`src/rtl/fpfa_pkg.sv`:
```
`timescale 1ns / 1ps
package fpfa_pkg;

  localparam int unsigned IDX_W  = 4;
  localparam int unsigned SIZE_W = 16;
  localparam int unsigned PID_W  = 8;
  localparam int unsigned POL_W  = 2;

  localparam logic [PID_W-1:0] NO_OWNER = '1;

  localparam logic [POL_W-1:0] POL_FIRST = 2'd0;
  localparam logic [POL_W-1:0] POL_BEST  = 2'd1;
  localparam logic [POL_W-1:0] POL_WORST = 2'd2;

  localparam logic OP_DEFINE   = 1'b0;
  localparam logic OP_ALLOCATE = 1'b1;

  // Search record handed from cell to cell.
  typedef struct packed {
    logic              active;
    logic [POL_W-1:0]  policy;
    logic [SIZE_W-1:0] req;
    logic              found;
    logic [IDX_W-1:0]  pick;
    logic [SIZE_W-1:0] left;
  } search_rec_t;

  // Define write broadcast to all cells.
  typedef struct packed {
    logic              we;
    logic [IDX_W-1:0]  idx;
    logic [SIZE_W-1:0] size;
  } define_cmd_t;

  // Allocation commit broadcast to all cells.
  typedef struct packed {
    logic              we;
    logic [IDX_W-1:0]  idx;
    logic [PID_W-1:0]  pid;
  } commit_cmd_t;

  function automatic logic fit_better(input logic [POL_W-1:0]  policy,
                                      input logic              found,
                                      input logic [SIZE_W-1:0] left,
                                      input logic [SIZE_W-1:0] pick_left);
    logic res;
    if (!found) begin
      res = 1'b1;
    end else begin
      unique case (policy)
        POL_BEST:  res = left < pick_left;
        POL_WORST: res = left > pick_left;
        default:   res = 1'b0;
      endcase
    end
    return res;
  endfunction

endpackage

```
`src/rtl/fpfa_in_if.sv`:
```
`timescale 1ns / 1ps
interface fpfa_in_if;
  logic                         valid;
  logic                         ready;
  logic                         operation;
  logic [fpfa_pkg::IDX_W-1:0]   target_index;
  logic [fpfa_pkg::SIZE_W-1:0]  new_block_size;
  logic [fpfa_pkg::SIZE_W-1:0]  request_size;
  logic [fpfa_pkg::PID_W-1:0]   process_id;

  modport source (output valid, operation, target_index, new_block_size, request_size,
                  process_id, input ready);
  modport sink (input valid, operation, target_index, new_block_size, request_size,
                process_id, output ready);
endinterface

```
`src/rtl/fpfa_out_if.sv`:
```
`timescale 1ns / 1ps
interface fpfa_out_if;
  logic                         valid;
  logic                         ready;
  logic                         granted;
  logic [fpfa_pkg::IDX_W-1:0]   chosen_index;
  logic [fpfa_pkg::SIZE_W-1:0]  leftover;

  modport source (output valid, granted, chosen_index, leftover, input ready);
  modport sink (input valid, granted, chosen_index, leftover, output ready);
endinterface

```
`src/rtl/fpfa_cell.sv`:
```
`timescale 1ns / 1ps
module fpfa_cell #(
  parameter int unsigned IDX = 0
) (
  input  logic                  clk,
  input  logic                  rst,
  input  fpfa_pkg::define_cmd_t def_cmd,
  input  fpfa_pkg::commit_cmd_t commit_cmd,
  input  fpfa_pkg::search_rec_t rec_in,
  output fpfa_pkg::search_rec_t rec_out
);
  import fpfa_pkg::*;

  // Only the first sixteen cells are addressable by a define.
  localparam logic            ADDRESSABLE = (IDX < 16);
  localparam logic [IDX_W-1:0] MY_IDX     = IDX_W'(IDX);

  logic [SIZE_W-1:0] size;
  logic              valid;
  logic              taken;
  logic [PID_W-1:0]  owner;

  logic              def_hit;
  logic              commit_hit;
  logic              fits;
  logic [SIZE_W-1:0] left;
  logic              take;
  search_rec_t       rec_next;

  assign def_hit    = ADDRESSABLE && def_cmd.we && (def_cmd.idx == MY_IDX);
  assign commit_hit = ADDRESSABLE && commit_cmd.we && (commit_cmd.idx == MY_IDX);

  always_ff @(posedge clk) begin
    if (def_hit) begin
      size <= def_cmd.size;
    end
  end

  always_ff @(posedge clk) begin
    if (rst) begin
      valid <= 1'b0;
      taken <= 1'b0;
      owner <= NO_OWNER;
    end else if (def_hit) begin
      valid <= 1'b1;
      taken <= 1'b0;
      owner <= NO_OWNER;
    end else if (commit_hit) begin
      taken <= 1'b1;
      owner <= commit_cmd.pid;
    end
  end

  // Compare this partition against the best candidate so far.
  always_comb begin
    fits     = rec_in.active && valid && !taken && (size >= rec_in.req);
    left     = size - rec_in.req;
    take     = fits && fit_better(rec_in.policy, rec_in.found, left, rec_in.left);
    rec_next = rec_in;
    if (take) begin
      rec_next.found = 1'b1;
      rec_next.pick  = MY_IDX;
      rec_next.left  = left;
    end
  end

  always_ff @(posedge clk) begin
    if (rst) begin
      rec_out <= '0;
    end else begin
      rec_out <= rec_next;
    end
  end
endmodule

```
`src/rtl/fixed_partition_fit_allocator_top.sv`:
```
`timescale 1ns / 1ps
// Fixed-partition allocator with first, best and worst fit placement.
//
// Channels: in_ch carries one transaction per item (define a partition or
// allocate a request); out_ch returns exactly one result per item. Both use
// valid/ready, a transaction moves when both are high. cfg_we/cfg_data write
// the fit policy (0 first, 1 best, 2 worst, 3 acts as first). The user must
// write it only while idle; the block itself does not enforce this.
//
// Path: a define's result is parked in a result register and then moved to
// the output register. An allocate's record passes a start register and a
// chain of NUM_PARTS cells, one cell per cycle, then is parked likewise.
// One item at a time: in_ch.ready stays low until the parked result moves on.
//
// Reset clears all partitions to invalid and free, owners to none and the
// policy to first fit. When the receiver stalls, the finished result holds
// in the output register; one more result may wait internally, and then
// in_ch.ready stays low until the output drains.
module fixed_partition_fit_allocator_top #(
  parameter int unsigned NUM_PARTS = 16
) (
  input  logic                        clk,
  input  logic                        rst,
  input  logic                        cfg_we,
  input  logic [fpfa_pkg::POL_W-1:0]  cfg_data,
  fpfa_in_if.sink                     in_ch,
  fpfa_out_if.source                  out_ch
);
  import fpfa_pkg::*;

  logic [POL_W-1:0] fit_policy;

  logic busy;   // search in flight
  logic pend;   // result waiting for the output register

  logic              res_granted;
  logic [IDX_W-1:0]  res_index;
  logic [SIZE_W-1:0] res_left;
  logic [PID_W-1:0]  alloc_pid;

  logic        in_fire;
  logic        out_free;
  logic        search_done;
  logic        def_in_range;
  define_cmd_t def_cmd;
  commit_cmd_t commit_cmd;
  search_rec_t start_rec;
  search_rec_t chain [NUM_PARTS+1];

  assign in_ch.ready = !busy && !pend;
  assign in_fire     = in_ch.valid && in_ch.ready;
  assign out_free    = !out_ch.valid || out_ch.ready;

  assign def_in_range = 32'(in_ch.target_index) < NUM_PARTS;

  // Policy register.
  always_ff @(posedge clk) begin
    if (rst) begin
      fit_policy <= POL_FIRST;
    end else if (cfg_we) begin
      fit_policy <= cfg_data;
    end
  end

  // Define writes straight into the addressed cell at acceptance.
  always_comb begin
    def_cmd.we   = in_fire && (in_ch.operation == OP_DEFINE) && def_in_range;
    def_cmd.idx  = in_ch.target_index;
    def_cmd.size = in_ch.new_block_size;
  end

  // Launch a search record into the head of the chain for an allocate.
  always_ff @(posedge clk) begin
    if (rst) begin
      start_rec <= '0;
    end else begin
      start_rec.active <= in_fire && (in_ch.operation == OP_ALLOCATE);
      if (in_fire) begin
        start_rec.policy <= fit_policy;
        start_rec.req    <= in_ch.request_size;
        start_rec.found  <= 1'b0;
        start_rec.pick   <= '0;
        start_rec.left   <= '0;
      end
    end
  end

  always_ff @(posedge clk) begin
    if (in_fire) begin
      alloc_pid <= in_ch.process_id;
    end
  end

  assign chain[0] = start_rec;

  for (genvar i = 0; i < NUM_PARTS; i++) begin : g_cell
    fpfa_cell #(
      .IDX (i)
    ) u_cell (
      .clk        (clk),
      .rst        (rst),
      .def_cmd    (def_cmd),
      .commit_cmd (commit_cmd),
      .rec_in     (chain[i]),
      .rec_out    (chain[i+1])
    );
  end

  // The record leaving the last cell carries the winner; commit it.
  assign search_done = chain[NUM_PARTS].active;

  always_comb begin
    commit_cmd.we  = search_done && chain[NUM_PARTS].found;
    commit_cmd.idx = chain[NUM_PARTS].pick;
    commit_cmd.pid = alloc_pid;
  end

  // Sequencing: busy while a record travels, then park; a define parks at once.
  always_ff @(posedge clk) begin
    if (rst) begin
      busy <= 1'b0;
      pend <= 1'b0;
    end else begin
      if (in_fire && (in_ch.operation == OP_ALLOCATE)) begin
        busy <= 1'b1;
      end else if (search_done) begin
        busy <= 1'b0;
      end
      if (in_fire && (in_ch.operation == OP_DEFINE)) begin
        pend <= 1'b1;
      end else if (search_done) begin
        pend <= 1'b1;
      end else if (pend && out_free) begin
        pend <= 1'b0;
      end
    end
  end

  always_ff @(posedge clk) begin
    if (in_fire && (in_ch.operation == OP_DEFINE)) begin
      res_granted <= def_in_range;
      res_index   <= def_in_range ? in_ch.target_index : '0;
      res_left    <= def_in_range ? in_ch.new_block_size : '0;
    end else if (search_done) begin
      res_granted <= chain[NUM_PARTS].found;
      res_index   <= chain[NUM_PARTS].found ? chain[NUM_PARTS].pick : '0;
      res_left    <= chain[NUM_PARTS].found ? chain[NUM_PARTS].left : '0;
    end
  end

  // Output register: advance the parked result when the slot frees.
  always_ff @(posedge clk) begin
    if (rst) begin
      out_ch.valid <= 1'b0;
    end else if (out_free) begin
      out_ch.valid <= pend;
    end
  end

  always_ff @(posedge clk) begin
    if (out_free && pend) begin
      out_ch.granted      <= res_granted;
      out_ch.chosen_index <= res_index;
      out_ch.leftover     <= res_left;
    end
  end
endmodule
```
`src/flat_wrapper.sv`:
```
// flat-port wrapper written by rule: the top's interface ports become plain ports
module fixed_partition_fit_allocator_top_flat import fpfa_pkg::*;
#(
  parameter int unsigned NUM_PARTS = 16
)
  (clk, rst, cfg_we, cfg_data, in_ch_valid, in_ch_operation, in_ch_target_index, in_ch_new_block_size, in_ch_request_size, in_ch_process_id, in_ch_ready, out_ch_valid, out_ch_granted, out_ch_chosen_index, out_ch_leftover, out_ch_ready);
  fpfa_in_if in_ch_i ();
  fpfa_out_if out_ch_i ();
  input  logic clk;
  input  logic rst;
  input  logic cfg_we;
  input  logic [fpfa_pkg::POL_W-1:0] cfg_data;
  input wire logic [$bits(in_ch_i.valid)-1:0] in_ch_valid;
  input wire logic [$bits(in_ch_i.operation)-1:0] in_ch_operation;
  input wire logic [$bits(in_ch_i.target_index)-1:0] in_ch_target_index;
  input wire logic [$bits(in_ch_i.new_block_size)-1:0] in_ch_new_block_size;
  input wire logic [$bits(in_ch_i.request_size)-1:0] in_ch_request_size;
  input wire logic [$bits(in_ch_i.process_id)-1:0] in_ch_process_id;
  output wire logic [$bits(in_ch_i.ready)-1:0] in_ch_ready;
  output wire logic [$bits(out_ch_i.valid)-1:0] out_ch_valid;
  output wire logic [$bits(out_ch_i.granted)-1:0] out_ch_granted;
  output wire logic [$bits(out_ch_i.chosen_index)-1:0] out_ch_chosen_index;
  output wire logic [$bits(out_ch_i.leftover)-1:0] out_ch_leftover;
  input wire logic [$bits(out_ch_i.ready)-1:0] out_ch_ready;
  assign in_ch_i.valid = in_ch_valid;
  assign in_ch_i.operation = in_ch_operation;
  assign in_ch_i.target_index = in_ch_target_index;
  assign in_ch_i.new_block_size = in_ch_new_block_size;
  assign in_ch_i.request_size = in_ch_request_size;
  assign in_ch_i.process_id = in_ch_process_id;
  assign in_ch_ready = in_ch_i.ready;
  assign out_ch_valid = out_ch_i.valid;
  assign out_ch_granted = out_ch_i.granted;
  assign out_ch_chosen_index = out_ch_i.chosen_index;
  assign out_ch_leftover = out_ch_i.leftover;
  assign out_ch_i.ready = out_ch_ready;
  fixed_partition_fit_allocator_top #(.NUM_PARTS(NUM_PARTS)) u_core (.clk(clk), .rst(rst), .cfg_we(cfg_we), .cfg_data(cfg_data), .in_ch(in_ch_i), .out_ch(out_ch_i));
endmodule
```
`config.mk`:
```
export PLATFORM = sky130hd
export DESIGN_NAME = fixed_partition_fit_allocator_top_flat
export DESIGN_NICKNAME = d
export VERILOG_FILES = /design/src/rtl/fpfa_pkg.sv /design/src/rtl/fpfa_in_if.sv /design/src/rtl/fpfa_out_if.sv /design/src/rtl/fpfa_cell.sv /design/src/rtl/fixed_partition_fit_allocator_top.sv /design/src/flat_wrapper.sv
export SDC_FILE = /design/constraint.sdc
export NUM_CORES = 2
export LEC_CHECK = 0
export ABC_CLOCK_PERIOD_IN_PS = 5900
export BUFFER_PORTS_ARGS = -buffer_cell sky130_fd_sc_hd__buf_4
export CAP_MARGIN = 20
export CORE_UTILIZATION = 58
export DETAILED_ROUTE_END_ITERATION = 10
export PLACE_DENSITY = 0.72
export SETUP_SLACK_MARGIN = 0.2
export SKIP_CTS_REPAIR_TIMING = 1
export SYNTH_ARGS = -nofsm -noshare
export SYNTH_HDL_FRONTEND = slang
export SYNTH_HIERARCHICAL = 1
export SYNTH_SLANG_ARGS = --single-unit
```
`constraint.sdc`:
```
create_clock -name clk -period 5.9 [get_ports clk]
set_clock_uncertainty 0.05 [all_clocks]
set_input_delay 0.295 -clock clk [delete_from_list [all_inputs] [get_ports clk]]
set_output_delay 0.295 -clock clk [all_outputs]
set_load 0.1 [all_outputs]
```
* Word level (Yosys, flattened, before mapping)
Index checks and enable logic that the tools add are counted.
** Word-level totals
- Register bits :: 961
- Input bits :: 52
- Output and inout port bits :: 23
** Cells by class
- Add/sub/neg operators :: 16
- $lt $le $gt $ge :: 46
- Equal/unequal tests :: 60
- Multiplexer cells :: 57
- Bitwise gates (word level) :: 2
- Reductions and logical operators :: 154
** Operator list (number)
- 21-bit two-way mux :: 16
- 16-bit >= comparator :: 16
- 16-bit subtractor :: 16
- 16-bit > comparator :: 15
- 16-bit < comparator :: 15
- 1-bit logical AND :: 101
- 4-bit equality test, second input constant :: 16
- 2-bit OR reduction :: 28
- 16-bit two-way mux :: 3
- 4-bit by 3-bit equality test with 1-bit output, second input constant :: 8
- 2-bit by 1-bit equality test with 1-bit output, second input constant :: 15
- 2-bit equality test, second input constant :: 15
- 1-bit one-hot mux with 2 select lines :: 15
- 1-bit two-way mux :: 20
- 1-bit zero test :: 19
- 4-bit by 2-bit equality test with 1-bit output, second input constant :: 4
- 4-bit two-way mux :: 3
- 4-bit by 1-bit equality test with 1-bit output, second input constant :: 2
- 4-bit zero test :: 2
- 2-bit nonzero test :: 2
- 3-bit nonzero test :: 1
- 1-bit inverter :: 2
- 1-bit logical OR :: 1

* Longest topological paths before layout
- Depth in word-level cells :: 6
- Mapped depth :: 21
- Depth with buffers taken out :: 19

* Modules after synthesis
Netlist, hierarchy kept.
** By module, submodules not included
- fpfa_cell at u_core.g_cell[5].u_cell ... :: instances 3, cells each 333, area each 3101.7 µm², sequential area each 1321.3 µm²
- fpfa_cell at u_core.g_cell[1].u_cell ... :: instances 2, cells each 357, area each 3289.4 µm², sequential area each 1321.3 µm²
- fpfa_cell at u_core.g_cell[4].u_cell ... :: instances 2, cells each 326, area each 3106.7 µm², sequential area each 1321.3 µm²
- fpfa_cell at u_core.g_cell[10].u_cell :: instances 1, cells each 352, area each 3326.9 µm², sequential area each 1321.3 µm²
- fpfa_cell at u_core.g_cell[12].u_cell :: instances 1, cells each 351, area each 3245.6 µm², sequential area each 1321.3 µm²
- fpfa_cell at u_core.g_cell[7].u_cell :: instances 1, cells each 363, area each 3173.0 µm², sequential area each 1321.3 µm²
- fpfa_cell at u_core.g_cell[13].u_cell :: instances 1, cells each 330, area each 3163.0 µm², sequential area each 1321.3 µm²
- fpfa_cell at u_core.g_cell[3].u_cell :: instances 1, cells each 335, area each 3106.7 µm², sequential area each 1321.3 µm²
- fpfa_cell at u_core.g_cell[15].u_cell :: instances 1, cells each 319, area each 3067.9 µm², sequential area each 1321.3 µm²
- fpfa_cell at u_core.g_cell[0].u_cell :: instances 1, cells each 319, area each 3052.9 µm², sequential area each 1321.3 µm²
- fpfa_cell at u_core.g_cell[11].u_cell :: instances 1, cells each 317, area each 3044.2 µm², sequential area each 1321.3 µm²
- fpfa_cell at u_core.g_cell[14].u_cell :: instances 1, cells each 318, area each 3039.2 µm², sequential area each 1321.3 µm²
- fixed_partition_fit_allocator_top :: instances 1, cells each 223, area each 2950.3 µm², sequential area each 1971.9 µm²

* Worst setup path before layout
OpenSTA, ideal clock, no wires.
- Path kind :: register to register
- From :: register u_core.g_cell[5].u_cell.size[4]
- To :: register u_core/g_cell[5].u_cell/rec_out[0] in the netlist's numbering
- Library setup time :: 129 ps
- Arrival :: 3915 ps
- Required time :: 5721 ps
- Setup slack :: 1806 ps
- Stages on the path, launching flop included :: 19
- Buffers on the path :: 2
- Clock period less this slack :: 4094 ps
- Path through :: edfxtp_1 > ha_1 > clkbuf_2 > and2_1 > a311oi_1 > a31oi_1 > a2111oi_0 > o211ai_1 > xor2_1 > ha_1 > nand4_1 > or4_4 > a21oi_2 > nor3_1 > mux2i_1 > o2111a_2 > buf_6 > mux2i_1 > nor2_1
** On the way
- Word-level cells in the longest chain between the ends :: 6
- Elaborated cells between the ends (all ways) :: 9
- Classes of those cells :: add/sub: 1; order compare: 3; mux: 3; reduce/logical: 2
** RTL lines
- from (decl) :: line fpfa_cell.sv:18 : logic [SIZE_W-1:0] size;
- from (signal assigned) :: line fpfa_cell.sv:35 : size <= def_cmd.size;
- 16-bit subtractor :: line fpfa_cell.sv:57 : left = size - rec_in.req;
- 16-bit > comparator / 16-bit < comparator (equally long branches) :: line fpfa_pkg.sv:52, fpfa_pkg.sv:51
- 1-bit one-hot mux with 2 select lines :: line fpfa_pkg.sv:50 : unique case (policy)
- 1-bit two-way mux :: line fpfa_pkg.sv:47 : if (!found) begin
- 1-bit logical AND (*) :: line fpfa_cell.sv:58 : take = fits && fit_better(rec_in.policy, rec_in.found, left, rec_in.left);
- 21-bit two-way mux (*) :: line fpfa_cell.sv:60 : if (take) begin
- to (signal assigned) :: line fpfa_cell.sv:71 : rec_out <= rec_next;
- to (decl) :: line fpfa_cell.sv:10 : output fpfa_pkg::search_rec_t rec_out
Every way passes the cells marked *; elsewhere a longest branch is shown, timed or not.
A chain may end at the register's enable or synchronous reset.

* Final worst setup path
- From :: register u_core.g_cell[6].u_cell.size[4]
- To :: register u_core/g_cell[6].u_cell/rec_out[5] in the netlist's numbering
** On the way
- Word-level cells in the longest chain between the ends :: 6
- Elaborated cells between the ends (all ways) :: 9
- Classes of those cells :: add/sub: 1; order compare: 3; mux: 3; reduce/logical: 2
** RTL lines (line)
- from (decl) :: fpfa_cell.sv:18
- from (signal assigned) :: fpfa_cell.sv:35
- 16-bit subtractor :: fpfa_cell.sv:57
- 16-bit > comparator / 16-bit < comparator (equally long branches) :: fpfa_pkg.sv:52, fpfa_pkg.sv:51
- 1-bit one-hot mux with 2 select lines :: fpfa_pkg.sv:50
- 1-bit two-way mux :: fpfa_pkg.sv:47
- 1-bit logical AND :: fpfa_cell.sv:58
- 21-bit two-way mux (*) :: fpfa_cell.sv:60
- to (signal assigned) :: fpfa_cell.sv:71
- to (decl) :: fpfa_cell.sv:10
Marks and branches as above.

==> results_dict.tcl <==
set metrics [dict create \
    design.die.area_mm2 0.09188 \
    timing.final.hold_violations 0 \
    first_global_vias 37900 \
    grt_first_pass_wirelength_mm 218.9 \
    layout_commonest_cell "sky130_fd_sc_hd__nor2_1" \
    detailroute.via_count 40880 \
    clock_latency_ns 0.68 \
    fp.dieH_um 303.1 \
    rsz_0062_raised_after_global_routing "false" \
    floorplan.initialDensity_pct 58.52 \
    timing_worst_setup_path_type "flop to flop" \
    maximum_root_to_sink_buffer_count 3 \
    worstPathArrival_ns 5.82 \
    cts-root-buf "sky130_fd_sc_hd__clkbuf_16" \
    ant_nets 0 \
    nets 6270 \
    post_route_cells_drive_above_1_share_pct 7.016 \
    filler_cell_count 7371 \
    worstSetupEndpointType "flop" \
    critical-path-slowest-cell "sky130_fd_sc_hd__a2111oi_1" \
    outcome "finished clean" \
    vdd_drop_max_v 0.0002235 \
    floorplan.rows 110 \
    final.min_clock_period_ns 5.329 \
    critical_path.max_stage_delay_ns 0.76 \
    routed_wirelength_mm 147.2 \
    synth.cell_area_mm2 0.05259 \
    wire_per_inst_um 21.27 \
    critPathBufInv 0 \
    dp.cells 6709 \
    clkSlewWorstSetupHoldPaths_ns 0.06 \
    detailedPlacementHpwl_mm 107.2 \
    netlist_instances 5547 \
    syn_area_per_cell_um2 9.481 \
    setup_viol 0 \
    fp.coreArea_mm2 0.08987 \
    post_layout_nonfiller_instances 6922 \
    power_density_mw_per_mm2 248.7 \
    grt_antenna_before_repair 13 \
    cts.sinks 976 \
    ys.warnings.count 6 \
    gr-total-overflow 0 \
    layout_worst_path_cycle_share_pct 90.33 \
    timing_max_transition_violations_final 0 \
    tritoncts "built" \
    grt_usage_pct 31.24 \
    worstSetupStartpointType "flop" \
    timing.critical_path.fanout_max 20 \
    critical_path.cell_chain "ha_1 -> and2_1 -> a311oi_1 -> a31oi_1 -> a2111oi_1 -> o211ai_1 -> xor2_1 -> ha_1 -> nand4_1 -> or4_4 -> a21oi_2 -> nor3_1 -> mux2i_1 -> o2111a_2 -> mux2i_1 -> nor2_1" \
    globalplace.congestion 0.9939 \
    drt_first_iter_violations 3577 \
    critPathTopFamily "compound AO/OA/AOI/OAI gates" \
    ioPinCount 75 \
    hp-class "input pin to flop" \
    clock_h_tree_levels 3 \
    worst_max_slew_margin_expressed_relative_to_the_limit_pct 24.32 \
    worst_ep_required_time_ns 6.39 \
    io_buffers 66 \
    most-common-layout-cells "sky130_fd_sc_hd__nor2_1, sky130_fd_sc_hd__inv_1, sky130_fd_sc_hd__dfxtp_1" \
    drt_pass1_iterations 6 \
    route.detailed.drc 0 \
    finalCoreUtilization_pct 64.33 \
    area_growth_pct 9.925 \
    die_w_um 303.1 \
    via_density_per_instance 5.906 \
    max_freq_mhz 187.6 \
    timing.setup.tns_ns 0 \
    grt_max_degree 101 \
    cts_inserted_buffers 99 \
    leakage_nw 21.90 \
    max_cap_viol_count 0 \
    worst-slew-pin-transition_ns 1.135 \
]
-- sequential cells by signal, indices dropped and copies added (netlist names) --
name	count
u_core/out_ch.granted	1
u_core/pend	1
u_core/g_cell.u_cell/taken	16
u_core/g_cell.u_cell/size	256
u_core/busy	1
u_core/g_cell.u_cell/rec_out	622
u_core/out_ch.chosen_index	4
u_core/res_granted	1
u_core/out_ch.valid	1
u_core/res_index	4
u_core/fit_policy	2
u_core/chain	19
u_core/res_left	16
u_core/g_cell.u_cell/valid	16
u_core/out_ch.leftover	16
-- routing by layer --
metal | vias to the layer above | part of all wire [%] | GRT usage (%)
li1 | 19620 | - | -
met1 | 19490 | 43 | 41.66
met2 | 1423 | 45 | 49.71
met3 | 347 | 5.8 | 3.598
met4 | 4 | 5.7 | 16.94
met5 | - | 0.014 | 0
-- path summary, 6_finish.rpt --
| path | from | to | slack, ns | cells after the start |
|---|---|---|---|---|
| setup / recovery | u_core/g_cell[6].u_cell/size[4]$_DFFE_PP_ | u_core/g_cell[6].u_cell/rec_out[5]$_SDFF_PP0_ | 0.57 | 16 |
| hold / removal | in_ch_new_block_size[3] | u_core/g_cell[7].u_cell/size[3]$_DFFE_PP_ | 0.03 | 1 |
| setup reg to reg | u_core/g_cell[6].u_cell/size[4]$_DFFE_PP_ | u_core/g_cell[6].u_cell/rec_out[5]$_SDFF_PP0_ | 0.57 | 16 |
| hold reg to reg | u_core/g_cell[7].u_cell/rec_out[17]$_SDFF_PP0_ | u_core/g_cell[8].u_cell/rec_out[17]$_SDFF_PP0_ | 0.37 | 1 |
-- power breakdown --
part           internal [W]  leakage, nW  total [W]  switching (W)
sequential          0.00698         8.17    0.00701      0.0000363
clock               0.00378         1.67    0.00649        0.00271
combinational      0.000284         12.1   0.000874       0.000590
-- final cells by class --
class | count | area [µm²] | share of cell area [%]
Tap cell | 1176 | 1471 | 2.545
Clock inverter | 54 | 593.1 | 1.026
Timing Repair Buffer | 126 | 1059 | 1.831
Antenna cell | 2 | 5.005 | 0.008657
Multi-Input combinational cell | 3762 | 26790 | 46.34
Inverter | 693 | 2601 | 4.499
Sequential cell | 976 | 22510 | 38.94
Clock buffer | 133 | 2783 | 4.813
-- worst reg2reg max path, stage by stage (launching register included) --
cell	delay (ns)
sky130_fd_sc_hd__edfxtp_1	0.36
sky130_fd_sc_hd__ha_1	0.38
sky130_fd_sc_hd__and2_1	0.20
sky130_fd_sc_hd__a311oi_1	0.36
sky130_fd_sc_hd__a31oi_1	0.20
sky130_fd_sc_hd__a2111oi_1	0.76
sky130_fd_sc_hd__o211ai_1	0.19
sky130_fd_sc_hd__xor2_1	0.20
sky130_fd_sc_hd__ha_1	0.33
sky130_fd_sc_hd__nand4_1	0.20
sky130_fd_sc_hd__or4_4	0.60
sky130_fd_sc_hd__a21oi_2	0.12
sky130_fd_sc_hd__nor3_1	0.07
sky130_fd_sc_hd__mux2i_1	0.19
sky130_fd_sc_hd__o2111a_2	0.63
sky130_fd_sc_hd__mux2i_1	0.29
sky130_fd_sc_hd__nor2_1	0.07
-- stage by stage --
step / setup WS [ns] / area (µm²) / hold WS [ns] / power (W)
finish: 0.5706 / 57810 / 0.02976 / 0.01438
global route: 0.3464 / 57810 / 0.007169 / 0.01479
CTS: 0.5185 / 57570 / -0.2190 / 0.01443
detailed placement: 0.5651 / 54190 / 0.3554 / 0.008000
global placement: 0.7427 / 54160 / 0.3555 / 0.007977
floorplan: 1.806 / 52720 / 0.3439 / 0.007696
Note: power is estimated with default switching activity, not from simulation.
